==> config.mk <==
export PLATFORM = sky130hd
export DESIGN_NAME = sveg_lane
export DESIGN_NICKNAME = d
export VERILOG_FILES = /design/src/sveg_pkg.sv /design/src/sveg_lane.sv
export SDC_FILE = /design/constraint.sdc
export NUM_CORES = 1
export LEC_CHECK = 0
export BUFFER_PORTS_ARGS = -buffer_cell sky130_fd_sc_hd__buf_4
export CORE_UTILIZATION = 46
export DETAILED_ROUTE_END_ITERATION = 7
export PLACE_DENSITY = 0.87
export SLEW_MARGIN = 25
export SYNTH_ARGS = -nofsm -noshare
export SYNTH_HDL_FRONTEND = slang
export SYNTH_SLANG_ARGS = --single-unit
==> constraint.sdc <==
create_clock -name clk -period 13.35 [get_ports clk]
set_input_delay 2.67 -clock clk [delete_from_list [all_inputs] [get_ports clk]]
set_output_delay 2.67 -clock clk [all_outputs]
set_load 0.02 [all_outputs]
==> src/sveg_pkg.sv <==
// Shared types and constants for the stereo volume envelope gain unit.
package sveg_pkg;

  localparam int MAX_POINTS_DEF = 16;
  localparam int POS_W = 32;
  localparam int VOL_W = 16;
  localparam int SMP_W = 16;
  localparam int NUM_W = POS_W + VOL_W;
  localparam int CNT_W = 8;

  localparam logic CMD_LOAD  = 1'b0;
  localparam logic CMD_FRAME = 1'b1;

  localparam logic REG_POINT_COUNT = 1'b0;
  localparam logic REG_MONO_SOURCE = 1'b1;

  typedef struct packed {
    logic             le;
    logic [POS_W-1:0] pos;
    logic [VOL_W-1:0] lv;
    logic [VOL_W-1:0] rv;
  } lane_t;

  typedef enum logic [1:0] {
    K_PASS,
    K_HOLD,
    K_INTERP
  } kind_t;

endpackage

==> src/sveg_lane.sv <==
// One envelope point slot: storage and position compare.
module sveg_lane import sveg_pkg::*; #(
  parameter int LANE = 0
) (
  input  logic             clk,
  input  logic             wr_en,
  input  logic [3:0]       wr_idx,
  input  logic [POS_W-1:0] wr_pos,
  input  logic [VOL_W-1:0] wr_lv,
  input  logic [VOL_W-1:0] wr_rv,
  input  logic [POS_W-1:0] frame_pos,
  output lane_t            lane
);

  logic [POS_W-1:0] pos_r;
  logic [VOL_W-1:0] lv_r;
  logic [VOL_W-1:0] rv_r;

  always_ff @(posedge clk) begin
    if (wr_en && ({4'b0, wr_idx} == CNT_W'(LANE))) begin
      pos_r <= wr_pos;
      lv_r  <= wr_lv;
      rv_r  <= wr_rv;
    end
  end

  assign lane.le  = (pos_r <= frame_pos);
  assign lane.pos = pos_r;
  assign lane.lv  = lv_r;
  assign lane.rv  = rv_r;

endmodule

==> summary.txt, run 1 <==
Starting Density -> 48.9%
CTS tree -> done
DRC marker count from the first detailed-route iteration -> 48
Post-CTS Setup Inserts -> 0
final net count -> 494
Slew Limit Fails -> 0
chip width -> 79.4 um
WL per Instance -> 15.1 um
maximum buffer depth of the clock tree -> 2
I/O pin count -> 167
Logic pwr share -> 12.1%
dpl cells -> 421
Flop pwr share -> 54.7%
Core Util, Final -> 75.9%
height of the die -> 79.4 um
Final period util -> 52.0%
clock slew seen by the registers of the worst setup and hold paths -> 0.07 ns
HPWL after DPL -> 5340 um
FF+latch count, synth -> 64
hold crit path type -> input port to register
Clock Power Share -> 33.2%
status -> completed
Area Overhead vs Synth -> 55.2%
# fillers -> 391
# DRC -> 0
Net Sw Power -> 92.5 uW
f_max -> 144 MHz
Leakage -> 0.00198 uW
final hold viol count -> 0
Final min period -> 6.94 ns
global route overflow -> 0
post-synthesis cell area -> 2760 um2
first-pass GRT wire length -> 9560 um
vias per inst -> 4.89
hold path depth -> 1
TritonRoute pass-1 iters -> 4
Hold Buf Count CTS -> 0
Cell Pwr Density -> 96.9 nW/um2
Worst Path Max Fanout -> 3
largest net degree at the start of global routing -> 36
RSZ-0062 raised after global routing -> no
worst vdd ir -> 0.0000835 V
Least-Margin Pin Slew -> 0.442 ns
Hold Path Sink -> lv_r[11]
Final ANT Viol Nets -> 0
Site Rows -> 27
IO buf count -> 166
Worst Path Class, Setup -> input port to output port
worst path required time -> 10.68 ns
Worst EP arrival -> 4.27 ns
Total GRT Usage -> 20.9%
Finished Layout Cells -> 437
most frequent cells in the layout -> buf_4 (168), edfxtp_1 (64), inv_1 (33)
Sum Neg Setup Slack -> 0 ns
initial antenna violation count -> 0
Max Cap Violations -> 0
post-synthesis cell type count -> 23
clk root buf -> clkbuf_8
H-Tree Depth -> 3
YS warnings -> 0
net count after synthesis -> 315
P_int -> 322 uW
share of cells above drive strength 1 -> 51.0%
die area -> 6310 um2
# setup viols final -> 0
Setup crit start kind -> input port
vias -> 2137
TritonCTS Sinks -> 64
n_diodes -> 0
Crit. End Element -> output port
core area -> 5640 um2
Relative slew margins -> 70.5%
Resized cells post-CTS -> 0
Placer Congestion -> 0.756
synthesized area per cell -> 15.2 um2
final wirelength -> 6580 um
vias in the first global route -> 2197
cells after synthesis -> 181
commonest non-fill, non-tap cell in the layout -> buf_4
Sw Ratio -> 22.3%
sequential element share of the synthesized area -> 69.7%
min-delay src -> wr_lv[11]
clock buffer count from CTS -> 9
## power groups by stage
stage               Combinational, uW  Sequential [uW]  Clock, uW
finish                           50.3              227        138
global route                     54.5              227        149
CTS                              50.7              227        142
detailed placement               50.5              231          0
global placement                 47.9              231          0
floorplan                        13.3              236          0
## worst max-delay path, stage by stage
cell,delay (ns)
buf_4,0.08
inv_1,0.03
ha_1,0.31
nand4_1,0.15
or4_4,0.55
nor2_1,0.14
a311oi_1,0.07
nor2_1,0.12
buf_4,0.15
## registers in the layout (all words and copies together), names as in the netlist
name	cells
lv_r	16
rv_r	16
pos_r	32
## cell families (layout without fill, tap and decap cells)
group / count (synthesis) / count (layout) / share of synthesized area [%]
compound gates: 24 / 24 / 5.26
fa+ha+maj: 32 / 32 / 14.5
buf+inv: 33 / 217 / 4.49
flops: 64 / 64 / 69.7
simple gates: 28 / 28 / 6.08
## layer usage
layer  GRT usage (%)  part of all wire [%]  vias up
met5               0                     0        -
met4            9.45                   1.6        0
met3            7.66                   8.9        9
met2            39.1                    55      105
met1            19.9                    34      992
li1                -                     -     1031
## area by class of cell
type | count | area, um2 | area share (%)
sequential | 64 | 1920 | 44.9
timing repair buffer | 168 | 1260 | 29.5
multi-input combinational | 84 | 719 | 16.8
clock buffer | 11 | 131 | 3.07
inverter | 33 | 124 | 2.89
tap | 72 | 90.1 | 2.10
clock inverter | 5 | 33.8 | 0.789
## cell usage after synthesis
cell	instances	area, um2
a221oi_1	3	26.3
edfxtp_1	64	1920
a2111o_1	1	11.3
ha_1	32	400
inv_1	33	124
nand3_1	3	15.0
o21ai_1	1	5.00
nor4_1	1	6.26
a21oi_1	12	60.1
nand4_1	5	31.3
nor2b_1	1	6.26
o211ai_1	1	7.51
o22ai_1	1	6.26
nand2_1	7	26.3
nand4bb_1	1	11.3
o21ai_0	4	20.0
a311oi_1	1	8.76
nor2_1	4	15.0
or4_4	1	11.3
nand2b_1	1	6.26
nand4_2	1	12.5
and4_1	2	17.5
nand2b_2	1	8.76
## how the worst max path moves through the flow
stage,from,endpoint,slack [ns],cells past startpoint
after detailed placement,frame_pos[11],lane[64],6.40,9
final,frame_pos[11],lane[64],6.41,9
after global routing,frame_pos[11],lane[64],6.31,9
after CTS,frame_pos[11],lane[64],6.40,9
after floorplan,wr_idx[3],lv_r[0],3.75,1
after global placement,frame_pos[13],lane[64],6.45,9
## metrics by stage
stage               hold slack [ns]  setup slack [ns]  power, uW  cell area [um2]
floorplan                      2.77              3.75        250             2760
global placement               2.85              6.45        279             4120
detailed placement             2.85              6.40        282             4120
CTS                            2.50              6.40        419             4280
global route                   2.50              6.31        430             4280
finish                         2.52              6.41        415             4280
(Power assumes the default switching activity.)
==> run 2: changes to the inputs <==
--- a/config.mk
+++ b/config.mk
@@ -6,9 +6,9 @@
 export NUM_CORES = 1
 export LEC_CHECK = 0
 export BUFFER_PORTS_ARGS = -buffer_cell sky130_fd_sc_hd__buf_4
-export CORE_UTILIZATION = 46
+export CORE_UTILIZATION = 43
 export DETAILED_ROUTE_END_ITERATION = 7
-export PLACE_DENSITY = 0.87
+export PLACE_DENSITY = 0.82
 export SLEW_MARGIN = 25
 export SYNTH_ARGS = -nofsm -noshare
 export SYNTH_HDL_FRONTEND = slang
==> constraint.sdc (replaced) <==
create_clock -name clk -period 6.9 [get_ports clk]
set_input_delay 1.38 -clock clk [delete_from_list [all_inputs] [get_ports clk]]
set_output_delay 1.38 -clock clk [all_outputs]
set_load 0.02 [all_outputs]
==> summary.txt, run 2 (same netlist as run 1, synthesis figures left out) <==
max reg flops -> 32 (unchanged)
initial antenna violation count -> 0 (unchanged)
Resized cells post-CTS -> 0 (unchanged)
Worst Path Class, Setup -> input port to output port (unchanged)
Starting Density -> 45.5% (was 48.9%)
Final min period -> 4.35 ns
final net count -> 494 (unchanged)
Post-CTS Setup Inserts -> 0 (unchanged)
clk root buf -> clkbuf_8 (unchanged)
Setup crit start kind -> input port (unchanged)
global route overflow -> 0 (unchanged)
first-pass GRT wire length -> 8760 um (was 9560 um)
biggest regs -> pos_r (32), lv_r (16), rv_r (16) (unchanged)
Least-Margin Pin Slew -> 0.493 ns (was 0.442 ns)
Cell Pwr Density -> 190 nW/um2 (was 96.9 nW/um2)
final wirelength -> 6420 um (was 6580 um)
Top reg by flops -> pos_r (unchanged)
IO buf count -> 166 (unchanged)
commonest non-fill, non-tap cell in the layout -> buf_4 (unchanged)
# fillers -> 430 (was 391)
share of cells above drive strength 1 -> 51.5% (was 51.0%)
final hold viol count -> 0 (unchanged)
die area -> 6740 um2 (was 6310 um2)
TritonRoute pass-1 iters -> 4 (unchanged)
# DRC -> 0 (unchanged)
Relative slew margins -> 67.1% (was 70.5%)
clock slew seen by the registers of the worst setup and hold paths -> 0.08 ns (was 0.07 ns)
CTS tree -> done (unchanged)
I/O pin count -> 167 (unchanged)
Finished Layout Cells -> 440 (was 437)
CP cell instances -> buf_4 -> inv_1 -> ha_1 -> nand4_2 -> or4_4 -> nor2_1 -> a311oi_1 -> nor2_1 -> buf_4 (was buf_4 -> inv_1 -> ha_1 -> nand4_1 -> or4_4 -> nor2_1 -> a311oi_1 -> nor2_1 -> buf_4)
TritonCTS Sinks -> 64 (unchanged)
hold crit path type -> input port to register (unchanged)
Total GRT Usage -> 18.4% (was 20.9%)
worst vdd ir -> 0.000170 V (was 0.0000835 V)
DRC marker count from the first detailed-route iteration -> 49 (was 48)
# setup viols final -> 0 (unchanged)
worst path required time -> 5.52 ns (was 10.68 ns)
Max Cap Violations -> 0 (unchanged)
HPWL after DPL -> 5230 um (was 5340 um)
Slew Limit Fails -> 0 (unchanged)
dpl cells -> 424 (was 421)
height of the die -> 82.1 um (was 79.4 um)
core area -> 6060 um2 (was 5640 um2)
Site Rows -> 28 (was 27)
RSZ-0062 raised after global routing -> no (unchanged)
Hold Buf Count CTS -> 0 (unchanged)
vias in the first global route -> 2042 (was 2197)
Final period util -> 63.1%
slowest CP cell -> or4_4 (unchanged)
status -> completed (unchanged)
clock buffer count from CTS -> 9 (unchanged)
Critical Path Max Stage Delay -> 0.56 ns (was 0.55 ns)
WL per Instance -> 14.6 um (was 15.1 um)
Leakage -> 0.00199 uW (was 0.00198 uW)
n_diodes -> 0 (unchanged)
Final ANT Viol Nets -> 0 (unchanged)
maximum buffer depth of the clock tree -> 2 (unchanged)
Crit. End Element -> output port (unchanged)
Core Util, Final -> 71.0% (was 75.9%)
vias per inst -> 4.79 (was 4.89)
Sum Neg Setup Slack -> 0 ns (unchanged)
most frequent cells in the layout -> buf_4 (168), edfxtp_1 (64), inv_1 (33) (unchanged)
H-Tree Depth -> 3 (unchanged)
vias -> 2107 (was 2137)
largest net degree at the start of global routing -> 41 (was 36)
chip width -> 82.1 um (was 79.4 um)
Worst EP arrival -> 2.97 ns (was 4.27 ns)
Seq. cell area -> 1920 um2 (unchanged)
Worst Path Max Fanout -> 4 (was 3)
Placer Congestion -> 0.722 (was 0.756)
Area Overhead vs Synth -> 55.9% (was 55.2%)
f_max -> 230 MHz
area of the multi-input gates -> 728 um2 (was 719 um2)
## run 2: cell count changes in the layout (fill, tap and decap cells not counted)
cell and delta:
clkbuf_1 -2, clkinv_2 +1, inv_6 +1, nor4_2 -1
nor4_4 +1
## run 2: routing by layer
metal / GRT usage, % / wire length, um / vias up
li1: - / - / 1033
met1: 16.5 / 2090 / 974
met2: 34.2 / 3580 / 91
met3: 7.91 / 655 / 9
met4: 10.0 / 99 / 0
met5: 0 / 0 / -
## run 2: through the flow
step / instance area [um2] / total power [uW] / setup WS, ns / hold WS, ns
global placement: 4130 / 541 / 2.54 / 1.56
detailed placement: 4130 / 545 / 2.53 / 1.56
floorplan: 2770 / 482 / 1.38 / 1.48
finish: 4300 / 815 / 2.55 / 1.22
global route: 4300 / 842 / 2.40 / 1.21
CTS: 4300 / 823 / 2.54 / 1.21
## run 2: final cells by class
| cell class | instances | share of cell area, % |
|---|---|---|
| flip-flops and latches | 64 | 44.7 |
| inverters | 33 | 2.88 |
| clock inverters | 7 | 1.11 |
| well taps | 75 | 2.18 |
| repair buffers | 168 | 29.3 |
| multi-input cells | 84 | 16.9 |
| clock buffers | 9 | 2.88 |
## run 2: final timing paths
check                startpoint         to  slack, ns  depth (start not counted)
setup / recovery  frame_pos[13]   lane[64]       2.55                          9
hold / removal       wr_pos[30]  pos_r[30]       1.22                          1
## run 2: worst max-delay path, delay by kind of cell
kind,cells,cell delay (ns)
AND/OR/NAND/NOR,4,0.97
adder cells (fa/ha/maj),1,0.30
buffers and inverters,3,0.26
AO/OA/AOI/OAI,1,0.06
## run 2: power breakdown
group	switching (uW)	total, uW	leakage, uW	internal (uW)
clock	150	280	0.0000854	130
sequential	2.90	438	0.000578	436
combinational	39.1	96.6	0.00132	57.6
total	192	815	0.00199	623
