[src/sveg_pkg.sv]
// Shared types and constants for the stereo volume envelope gain unit.
package sveg_pkg;

  localparam int MAX_POINTS_DEF = 16;
  localparam int POS_W = 32;
  localparam int VOL_W = 16;
  localparam int SMP_W = 16;
  localparam int NUM_W = POS_W + VOL_W;
  localparam int CNT_W = 8;

  localparam logic CMD_LOAD  = 1'b0;
  localparam logic CMD_FRAME = 1'b1;

  localparam logic REG_POINT_COUNT = 1'b0;
  localparam logic REG_MONO_SOURCE = 1'b1;

  typedef struct packed {
    logic             le;
    logic [POS_W-1:0] pos;
    logic [VOL_W-1:0] lv;
    logic [VOL_W-1:0] rv;
  } lane_t;

  typedef enum logic [1:0] {
    K_PASS,
    K_HOLD,
    K_INTERP
  } kind_t;

endpackage

[src/sveg_div.sv]
// Radix-2 divider for the interpolated volume, one quotient bit per cycle.
module sveg_div import sveg_pkg::*; (
  input  logic                 clk,
  input  logic                 rst_n,
  input  logic                 start,
  input  logic [NUM_W-1:0]     num,
  input  logic [POS_W-1:0]     den,
  output logic [VOL_W-1:0]     quot,
  output logic                 done
);

  logic [POS_W-1:0] rem_r, rem_nxt;
  logic [VOL_W-1:0] q_r, q_nxt;
  logic [4:0]       cnt_r;
  logic             busy_r;
  logic             done_r;
  logic [POS_W:0]   trial;

  // quotient fits 16 bits, so the top 32 numerator bits preload the remainder
  always_comb begin
    trial   = {rem_r, q_r[VOL_W-1]};
    rem_nxt = trial[POS_W-1:0];
    q_nxt   = {q_r[VOL_W-2:0], 1'b0};
    if (trial >= {1'b0, den}) begin
      rem_nxt  = POS_W'(trial - {1'b0, den});
      q_nxt[0] = 1'b1;
    end
  end

  always_ff @(posedge clk) begin
    if (!rst_n) begin
      busy_r <= 1'b0;
      done_r <= 1'b0;
      cnt_r  <= '0;
    end else if (start) begin
      busy_r <= 1'b1;
      done_r <= 1'b0;
      cnt_r  <= 5'(VOL_W);
      rem_r  <= num[NUM_W-1:VOL_W];
      q_r    <= num[VOL_W-1:0];
    end else if (busy_r) begin
      rem_r <= rem_nxt;
      q_r   <= q_nxt;
      cnt_r <= cnt_r - 5'd1;
      if (cnt_r == 5'd1) begin
        busy_r <= 1'b0;
        done_r <= 1'b1;
      end
    end
  end

  assign quot = q_r;
  assign done = done_r;

  a_start_clears: assert property (@(posedge clk) disable iff (!rst_n)
    start |=> busy_r && !done_r) else $error("divider did not start");
  a_excl: assert property (@(posedge clk) disable iff (!rst_n)
    !(busy_r && done_r)) else $error("divider busy and done together");

endmodule

[config.mk]
export PLATFORM = sky130hd
export DESIGN_NAME = sveg_div
export DESIGN_NICKNAME = d
export VERILOG_FILES = /design/src/sveg_pkg.sv /design/src/sveg_div.sv
export SDC_FILE = /design/constraint.sdc
export NUM_CORES = 1
export LEC_CHECK = 0
export BUFFER_PORTS_ARGS = -buffer_cell sky130_fd_sc_hd__buf_2
export CELL_PAD_IN_SITES_DETAIL_PLACEMENT = 0
export CELL_PAD_IN_SITES_GLOBAL_PLACEMENT = 2
export CORE_MARGIN = 2
export CORE_UTILIZATION = 33
export DETAILED_ROUTE_END_ITERATION = 12
export PLACE_DENSITY = 0.85
export SETUP_SLACK_MARGIN = 0.5
export SKIP_CTS_REPAIR_TIMING = 1
export SLEW_MARGIN = 20
export SYNTH_ARGS = -nofsm -noshare
export SYNTH_HDL_FRONTEND = slang
export SYNTH_SLANG_ARGS = --single-unit
[constraint.sdc]
create_clock -name clk -period 4 [get_ports clk]
set_input_delay 0.8 -clock clk [delete_from_list [all_inputs] [get_ports clk]]
set_output_delay 0.8 -clock clk [all_outputs]
set_load 0.005 [all_outputs]
==> metrics.csv, run 1 <==
stage,metric,value,unit
outcome,status,"finished, final reports clean",
critical_path,Critical Path AT,3420,ps
routing,number of vias per cell,5.35,
routing,Post-route DRC,0,
power_and_ir_drop,Int Pwr,1270,uW
power_and_ir_drop,Leak,0.00235,uW
critical_path,worst-path maximum fanout,4,
floorplan,core area,13800,sq um
cts,CTS H-tree lvls,2,
final_layout,area delta synth->final,17.5,%
placement,"worst slack, placed",478,ps
floorplan,Die Width,123,um
synth,asr flop ratio synth,0,%
routing,Routed WL,13100,um
sta,final setup margin,745,ps
min_path,hold path depth,2,
routing,post-route ant nets,0,
synth,synthesized flop and latch total,55,
critical_path,Required @ worst endpoint,4160,ps
sta,"Hold Vio Cnt, Final",0,
sta,hold_ws,497,ps
global_routing,largest net degree at the start of global routing,49,
cts,Clock Latency Late Sink,310,ps
synth,Commonest cells post-synth,"66 x a21oi_1, 57 x nand2_1, 48 x edfxtp_1",
min_path,min-delay src,done$_SDFFE_PP0P_,
synth,Synth Area in Adders,9.61,%
synth,post-synth top area cell,edfxtp_1,
synth,top cell type's share of synthesized area,31.1,%
power_and_ir_drop,clock share of power,26.9,%
synth,syn nets,657,
power_and_ir_drop,pwr/cell area,359,nW/um^2
cts,Root Buffer,clkbuf_16,
final_layout,ratio of cells with drive above 1 in the final layout,22.5,%
final_layout,nets@finish,740,
floorplan,die area,15000,sq um
routing,Avg WL per Cell,16.3,um
global_routing,total gr overflow,0,
cts,cts bufs inserted,5,
synth,largest cells by area after synthesis,"edfxtp_1 31%, ha_1 9.2%, a21oi_1 7.1%, nand2_1 4.6%, xnor2_1 4.3%",
sta,Slew HR,54.0,%
global_routing,vias in the first global route,4370,
synth,number of synthesized flops with an enable pin,48,
critical_path,Crit Path Category,input port to flop,
final_layout,ANT cells,0,
critical_path,Setup crit end kind,flop,
synth,xor and xnor area share after synthesis,5.67,%
synth,Synth cell types,56,
placement,gpl congestion,0.834,
synth,compound-gate portion of the synthesized area,23.8,%
sta,Clock Skew,7.27,ps
global_routing,initial antenna violation count,0,
power_and_ir_drop,Comb pwr share,36.3,%
power_and_ir_drop,sw frac,35.0,%
placement,DP Area,5270,sq um
synth,largest family of logic cells by synthesized area,compound AO/OA/AOI/OAI gates,
synth,Mapped Cells,539,
floorplan,IO Count,100,
routing,Initial DRC Count,214,
sta,Worst Max-Slew Pin Slew,690,ps
cts,CTS tree,built,
placement,Port Buf Inserts,99,
global_routing,aggregate global-route resource usage,17.9,%
floorplan,Initial Util,33.6,%
min_path,Hold Path Class,flop to flop,
floorplan,Die H,123,um
min_path,hold endpoint,done$_SDFFE_PP0P_,
sta,max-slew violations,0,
cts,total clock sinks,55,
synth,"Seq/Total Area, Yosys",34.1,%
placement,Final HPWL DP,10000,um
synth,top_reg_cell synth,edfxtp_1,
critical_path,CP startpoint kind,input port,
power_and_ir_drop,share of power burned in registers,36.7,%
sta,# setup viols final,0,
final_layout,Final Instance Area,5440,sq um
synth,"count leader, synth",a21oi_1,
synth,Mapped Area,4630,sq um
power_and_ir_drop,switching pwr,685,uW
sta,fin crit period,3250,ps
cts,clock slew at reported path FFs,80,ps
sta,RSZ-0062 raised after global routing,no,
sta,Setup TNS,0,ps
critical_path,RR Startpoint,quot[15]$_DFFE_PP_,
sta,"Period Utilization, post-route",81.4,%
synth,syn avg cell area,8.60,sq um
synth,simple-gate share of the synthesized area,15.8,%
global_routing,wire length of the first global-routing pass,21400,um
cts,clock buffer depth,2,
critical_path,reg2reg end,rem_r[24]$_DFFE_PP_,
synth,Synth warnings,0,
critical_path,R2R cell count,12,
job,max-cap violation count,0,
routing,vias post-DR,4293,
synth,multiplexer area fraction after synthesis,4.54,%
critical_path,reg2reg setup slack,840,ps
routing,Pre-antenna DRT Iters,7,
sta,fmax,307,MHz
floorplan,Row Count,43,
power_and_ir_drop,maximum VDD drop,0.230,mV
==> sequential cells by signal, summed over array words and instances, names as in the netlist <==
name and count:
quot 16, cnt_r 5, done 1, rem_r 32, busy_r 1
==> cell type report <==
| class | count | area, sq um |
|---|---|---|
| Multi-Input combinational cell | 412 | 2760 |
| Tap cell | 180 | 225 |
| Timing Repair Buffer | 107 | 556 |
| Fill cell | 1463 | 8330 |
| Inverter | 41 | 154 |
| Sequential cell | 55 | 1580 |
| Clock buffer | 6 | 150 |
| Clock inverter | 2 | 20.0 |
==> power by group through the flow <==
stage	registers [uW]	logic (uW)	clock network [uW]
2_1_floorplan	724	523	0
3_3_place_gp	730	703	0
3_5_place_dp	731	707	0
4_1_cts	719	711	542
5_1_grt	726	796	558
6_report	719	710	527
==> stage by stage <==
| step | std cells | util (%) | power, uW |
|---|---|---|---|
| after floorplan | 539 | - | 1250 |
| after global routing | 803 | 39.5 | 2080 |
| final | 803 | 39.5 | 1960 |
| after detailed placement | 795 | 38.3 | 1440 |
| after CTS | 803 | 39.5 | 1970 |
| after global placement | 795 | 38.3 | 1430 |
==> routing by layer <==
| metal | vias to the layer above | wire length (um) | GRT usage [%] |
|---|---|---|---|
| met5 | - | 0 | 0 |
| met4 | 0 | 191 | 5.24 |
| met3 | 12 | 807 | 3.90 |
| met2 | 131 | 5830 | 29.5 |
| met1 | 2020 | 6230 | 23.5 |
| li1 | 2130 | - | - |
==> cell usage in the layout, fill, tap and decap left out, types with 3 or more instances in the layout <==
master	n
nor3_1	8
nor2_1	38
nand4_1	9
o211ai_1	8
xnor2_1	23
a2bb2oi_1	18
and2_1	4
nor4_1	7
and3_1	5
mux2i_1	3
mux2_2	16
clkbuf_16	6
a31oi_1	5
xor2_1	7
buf_4	8
o21ai_1	3
dfxtp_1	7
ha_1	34
o31ai_1	6
o21a_1	5
a211oi_1	3
nand3_1	10
o21bai_1	5
o21ai_0	26
a21oi_1	66
inv_1	41
nor2b_1	3
nand2_1	57
edfxtp_1	48
a21o_1	8
buf_2	99
==> worst max path at each step <==
| stage | startpoint | endpoint | slack, ps | cells past startpoint |
|---|---|---|---|---|
| global placement | den[0] | rem_r[12]$_DFFE_PP_ | 540 | 12 |
| floorplan | den[0] | rem_r[12]$_DFFE_PP_ | 930 | 11 |
| global route | den[0] | rem_r[24]$_DFFE_PP_ | 570 | 12 |
| CTS | den[0] | rem_r[24]$_DFFE_PP_ | 780 | 12 |
| detailed placement | den[0] | rem_r[28]$_DFFE_PP_ | 480 | 12 |
| finish | den[0] | rem_r[24]$_DFFE_PP_ | 750 | 12 |
==> cell families (layout without fill, tap and decap cells) <==
logic type / count (synthesis) / in the layout
xor gates and xnor gates: 30 / 30
adders and majority gates: 35 / 35
buffers and inverters: 72 / 156
muxes: 19 / 19
and+or+nand+nor: 155 / 155
AOI/OAI and AO/OA: 173 / 173
DFF: 55 / 55
==> critical path, cell delays in order <==
cell and delay [ps]:
buf_2 80, ha_1 150, inv_1 50, fa_1 430
a211oi_1 510, nor4_1 120, nor4_1 450, o31ai_1 210
a31oi_1 240, xnor2_1 140, nand2_1 70, a2bb2oi_1 160
Note: power is estimated with default switching activity, not from simulation.
==> run 2: changes to the inputs <==
Settings changed: ABC_AREA from default to 1, CORE_UTILIZATION 33 to 30, PLACE_DENSITY 0.85 to 0.86.
Clock period 4 ns to 3.4 ns, I/O delays scaled along.
==> run 2 against run 1 <==
Die area up 29%. Critical endpoint is now rem_r[28]$_DFFE_PP_. Final area up 17%. Critical path type is now flop to flop. Sequential share of layout area down 4.3 points. Non-clock buffer count up 2. Sequential cell count unchanged. Largest power group is now combinational logic.
==> metrics.csv, run 2 <==
stage,metric,value,unit
critical_path,reg2reg setup slack,820,ps
final_layout,area delta synth->final,16.5,%
sta,Worst Max-Slew Pin Slew,722,ps
min_path,hold path depth,2,
critical_path,worst-path cell chain,"inv_1, ha_1, inv_1, fa_1, nand3_1, nand3_1, nand2_1, nand2_1, nand2_1, nand2_1, nand2_1, nand2_1, nand2_1, nand3_1, nand2_1, nand2_1",
min_path,Hold Path Class,flop to flop,
synth,Mapped Area,5480,sq um
floorplan,Die H,139,um
routing,Pre-antenna DRT Iters,5,
sta,"Hold Vio Cnt, Final",0,
cts,clock buffer depth,2,
synth,largest cells by area after synthesis,"nand2_1 27%, edfxtp_1 26%, inv_1 11%, ha_1 7.8%, nand3_1 6.2%",
sta,"Period Utilization, post-route",75.9,%
synth,Mapped Cells,891,
critical_path,reg2reg end,rem_r[28]$_DFFE_PP_,
floorplan,Initial Util,30.5,%
synth,number of synthesized flops with an enable pin,48,
synth,asr flop ratio synth,0,%
global_routing,aggregate global-route resource usage,18.1,%
min_path,hold endpoint,cnt_r[4]$_SDFFE_PN0N_,
cts,CTS tree,built,
global_routing,largest net degree at the start of global routing,51,
sta,final setup margin,820,ps
routing,Initial DRC Count,206,
floorplan,core area,18000,sq um
min_path,min-delay src,cnt_r[4]$_SDFFE_PN0N_,
synth,top_reg_cell synth,edfxtp_1,
sta,max-slew violations,0,
floorplan,Row Count,49,
sta,Slew HR,51.7,%
synth,Commonest cells post-synth,"397 x nand2_1, 167 x inv_1, 68 x nand3_1",
placement,gpl congestion,0.891,
critical_path,Required @ worst endpoint,3480,ps
global_routing,total gr overflow,0,
synth,syn avg cell area,6.15,sq um
critical_path,slowest CP cell,fa_1,
synth,synthesized flop and latch total,55,
global_routing,initial antenna violation count,1,
sta,Clock Skew,13.3,ps
placement,Port Buf Inserts,99,
sta,# setup viols final,0,
placement,"worst slack, placed",456,ps
final_layout,Final Instance Area,6380,sq um
synth,post-synth top area cell,nand2_1,
cts,CTS H-tree lvls,2,
critical_path,"slowest stage delay, CP",440,ps
sta,Setup TNS,0,ps
critical_path,Crit Path Category,flop to flop,
routing,number of vias per cell,4.50,
final_layout,max reg flops,32,
power_and_ir_drop,maximum VDD drop,0.229,mV
critical_path,RR Startpoint,quot[15]$_DFFE_PP_,
outcome,status,"finished, final reports clean",
final_layout,ANT cells,0,
critical_path,Setup crit end kind,flop,
critical_path,most frequent CP cell,nand2_1,
cts,total clock sinks,55,
job,max-cap violation count,0,
placement,Final HPWL DP,13300,um
critical_path,Critical Path AT,2660,ps
cts,Root Buffer,clkbuf_16,
sta,RSZ-0062 raised after global routing,no,
floorplan,Die Width,139,um
cts,clock slew at reported path FFs,90,ps
synth,Synth warnings,0,
final_layout,ratio of cells with drive above 1 in the final layout,13.3,%
sta,fin crit period,2580,ps
routing,Post-route DRC,0,
critical_path,R2R cell count,16,
floorplan,die area,19400,sq um
synth,top cell type's share of synthesized area,27.2,%
critical_path,CP startpoint kind,flop,
routing,Avg WL per Cell,14.0,um
synth,syn nets,1009,
cts,cts bufs inserted,5,
final_layout,most frequent cells in the layout,"397 x nand2_1, 167 x inv_1, 99 x buf_2, 68 x nand3_1, 52 x nor2_1",
floorplan,IO Count,100,
final_layout,fillers,2095,
sta,fmax,388,MHz
power_and_ir_drop,pwr/cell area,375,nW/um^2
cts,Clock Latency Late Sink,320,ps
final_layout,"Most flops, register",rem_r,
synth,"Seq/Total Area, Yosys",28.9,%
final_layout,"most common cell after layout, fill and taps aside",nand2_1,
final_layout,nets@finish,1105,
placement,DP Area,6220,sq um
critical_path,worst-path maximum fanout,4,
routing,post-route ant nets,0,
sta,hold_ws,485,ps
power_and_ir_drop,Leak,0.00364,uW
global_routing,vias in the first global route,5633,
routing,Routed WL,17100,um
synth,"count leader, synth",nand2_1,
global_routing,wire length of the first global-routing pass,28100,um
synth,Synth cell types,33,
routing,vias post-DR,5472,
run 2: cell types whose count changed after synthesis, moves of 16 or more:
cell and delta:
a21oi_1 -50, a2bb2oi_1 -18, inv_1 +126, mux2_2 -16, nand2_1 +340, nand3_1 +58, nand3b_1 +23, o21ai_0 -23
run 2: area by class of cell:
class | count | area (sq um) | area share (%)
flip-flops and latches | 55 | 1580 | 24.8
multi-input cells | 648 | 3140 | 49.2
well taps | 229 | 287 | 4.49
repair buffers | 109 | 583 | 9.14
clock buffers | 5 | 125 | 1.96
inverters | 168 | 631 | 9.88
clock inverters | 3 | 33.8 | 0.529
run 2: worst max-delay path by stage:
stage,start,end,slack (ps),cells past startpoint
after floorplan,start,quot[0]$_DFFE_PP_,610,3
after global placement,den[24],rem_r[27]$_DFFE_PP_,470,16
after detailed placement,den[24],rem_r[26]$_DFFE_PP_,460,16
after CTS,den[24],rem_r[30]$_DFFE_PP_,800,16
after global routing,den[8],rem_r[26]$_DFFE_PP_,550,18
final,quot[15]$_DFFE_PP_,rem_r[28]$_DFFE_PP_,820,16
run 2: metal layers:
layer	wire, um	global-route usage, %	vias to the layer above
li1	-	-	2914
met2	7780	30.8	98
met5	0	0	-
met1	8260	23.9	2442
met3	747	3.18	18
met4	282	4.36	0
run 2: cells by family after synthesis:
kind of cell / count (synthesis) / share of synthesized area [%]
AO/OA/AOI/OAI: 25 / 2.56
AND/OR/NAND/NOR: 571 / 43.7
buffers and inverters: 188 / 14.0
XOR/XNOR: 17 / 2.72
flip-flops: 55 / 28.9
adder cells (fa/ha/maj): 35 / 8.13
run 2: critical path, delay by kind of cell, from the launching register on:
family | cells | cell delay (ps)
adders and majority gates | 2 | 580
DFF | 1 | 400
and+or+nand+nor | 12 | 1190
buffers and inverters | 2 | 170
run 2: metrics by stage:
stage	power, uW	utilization [%]	cells
floorplan	1540	-	891
global placement	1820	34.6	1209
detailed placement	1820	34.6	1209
CTS	2420	35.5	1217
global route	2590	35.5	1217
finish	2390	35.5	1217
run 2: power breakdown:
group          switching (uW)  internal (uW)
registers                29.6            812
clock network             313            286
logic                     601            353
==> run 3: changes to the inputs <==
Settings changed: CORE_UTILIZATION 30 to 27, PLACE_DENSITY 0.86 to 0.82.
Clock period 3.4 ns to 2.3 ns, I/O delays scaled along.
==> run 3 against run 2 <==
Sequential power grew 51%. Maximum frequency grew 18%. Critical path type unchanged. Clock power up 47%. Clock skew fell by 5.8 ps. Critical endpoint is now rem_r[23]$_DFFE_PP_. Die area rose by 11%. Power increased by 79%. Global-route usage down 1.1 points.
==> metrics.csv, run 3 (same netlist as run 2, synthesis figures left out) <==
stage,metric,value,unit
outcome,status,"finished, final reports clean",
critical_path,RR Startpoint,rem_r[11]$_DFFE_PP_,
critical_path,Crit Path Category,flop to flop,
final_layout,area delta synth->final,49.7,%
critical_path,crit path from,rem_r[11]$_DFFE_PP_,
global_routing,grt peak-use layer,met2,
routing,vias post-DR,5818,
global_routing,initial antenna violation count,0,
placement,"worst slack, placed",-89.9,ps
global_routing,met3 Track Usage GR,2.69,%
floorplan,Die Width,146,um
global_routing,aggregate global-route resource usage,17.0,%
sta,fmax,458,MHz
global_routing,met2 GRT Util,28.9,%
placement,gpl congestion,0.869,
floorplan,Initial Util,27.3,%
sta,fin crit period,2180,ps
cts,CTS tree,built,
sta,Worst Max-Slew Pin Slew,518,ps
sta,max-slew violations,0,
floorplan,core area,20000,sq um
critical_path,Setup crit end kind,flop,
final_layout,ratio of cells with drive above 1 in the final layout,37.2,%
sta,final setup margin,117,ps
global_routing,wire length of the first global-routing pass,29000,um
global_routing,largest net degree at the start of global routing,52,
sta,RSZ-0062 raised after global routing,yes,
cts,Clock Latency Late Sink,320,ps
min_path,Hold Path Class,input port to flop,
final_layout,fin util,40.9,%
cts,cts bufs inserted,5,
min_path,min-delay src,num[9],
sta,"Period Utilization, post-route",94.9,%
power_and_ir_drop,pwr/cell area,523,nW/um^2
final_layout,max reg flops,32,
cts,CTS H-tree lvls,2,
routing,Post-route DRC,0,
final_layout,most frequent cells in the layout,"319 x nand2_1, 141 x inv_1, 99 x buf_2, 88 x buf_4, 63 x nand2_2",
floorplan,IO Count,100,
critical_path,Required @ worst endpoint,2380,ps
floorplan,Row Count,52,
final_layout,"most common cell after layout, fill and taps aside",nand2_1,
routing,Routed WL,18400,um
power_and_ir_drop,maximum VDD drop,0.326,mV
floorplan,die area,21400,sq um
routing,post-route ant nets,0,
sta,"Hold Vio Cnt, Final",0,
placement,DP Area,7320,sq um
routing,Avg WL per Cell,13.6,um
final_layout,nets@finish,1198,
cts,clock buffer depth,2,
job,max-cap violation count,0,
final_layout,ANT cells,0,
sta,Clock Skew,7.45,ps
cts,Root Buffer,clkbuf_16,
sta,Slew HR,65.5,%
power_and_ir_drop,Leak,0.00429,uW
critical_path,worst-path maximum fanout,6,
power_and_ir_drop,Tot Pwr,4290,uW
routing,Pre-antenna DRT Iters,5,
global_routing,total gr overflow,0,
global_routing,vias in the first global route,5820,
routing,number of vias per cell,4.31,
final_layout,fillers,2278,
cts,total clock sinks,55,
final_layout,"Most flops, register",rem_r,
sta,# setup viols final,0,
floorplan,Die H,146,um
sta,hold_ws,405,ps
critical_path,CP startpoint kind,flop,
critical_path,Critical Path AT,2260,ps
placement,Port Buf Inserts,99,
routing,Initial DRC Count,202,
global_routing,met1 Track Usage GR,23.3,%
placement,Final HPWL DP,14300,um
cts,clock slew at reported path FFs,90,ps
final_layout,Final Instance Area,8200,sq um
-- run 3: cell count changes in the layout (fill, tap and decap cells not counted), moves of 12 or more --
cell	change
buf_4	+79
ha_1	-31
ha_4	+31
inv_1	-26
inv_2	+24
nand2_1	-78
nand2_2	+59
nand2_4	+18
nand3_1	-14
nand3_2	+12
nor2_1	-19
nor2_4	+13
-- run 3: routing by layer --
layer / vias up / wire length, um
met3: 7 / 659
met4: 0 / 157
met2: 84 / 8610
met1: 2621 / 8940
li1: 3106 / -
met5: - / 0
-- run 3: final cells by class --
| class | instances | area [sq um] | share of cell area, % |
|---|---|---|---|
| tap | 270 | 338 | 4.12 |
| inverter | 168 | 648 | 7.91 |
| clock inverter | 3 | 28.8 | 0.351 |
| multi-input combinational | 648 | 4080 | 49.8 |
| timing repair buffer | 202 | 1390 | 17.0 |
| sequential | 55 | 1580 | 19.3 |
| clock buffer | 5 | 125 | 1.53 |
-- run 3: stage by stage --
| stage | cells | TNS [ps] |
|---|---|---|
| detailed placement | 1317 | -1220 |
| floorplan | 891 | 0 |
| CTS | 1325 | 0 |
| global placement | 1317 | -808 |
| finish | 1351 | 0 |
| global route | 1351 | -9.17 |
-- run 3: final timing paths --
path,cells after the start,slack (ps),endpoint
worst max-delay path,15,120,rem_r[23]$_DFFE_PP_
worst min-delay path,3,410,quot[9]$_DFFE_PP_
worst max register to register,15,120,rem_r[23]$_DFFE_PP_
worst min register to register,2,480,done$_SDFFE_PP0P_
-- run 3: where the power goes --
group,total [uW],switching (uW),internal [uW]
combinational,2140,1150,992
sequential,1270,65.8,1200
clock,879,456,423
total,4290,1670,2620
-- run 3: critical path, stage by stage, from the launching register on --
cell and delay (ps):
edfxtp_1 440, ha_4 340, nand2_4 80, inv_1 60, nand2_1 50, nand3_1 100
nand2_1 60, nand2_1 90, inv_2 60, nand2_4 70, nand2_4 90, nand2_8 130
clkbuf_16 160, nand2_1 80, nand3_1 90, nand2_1 60
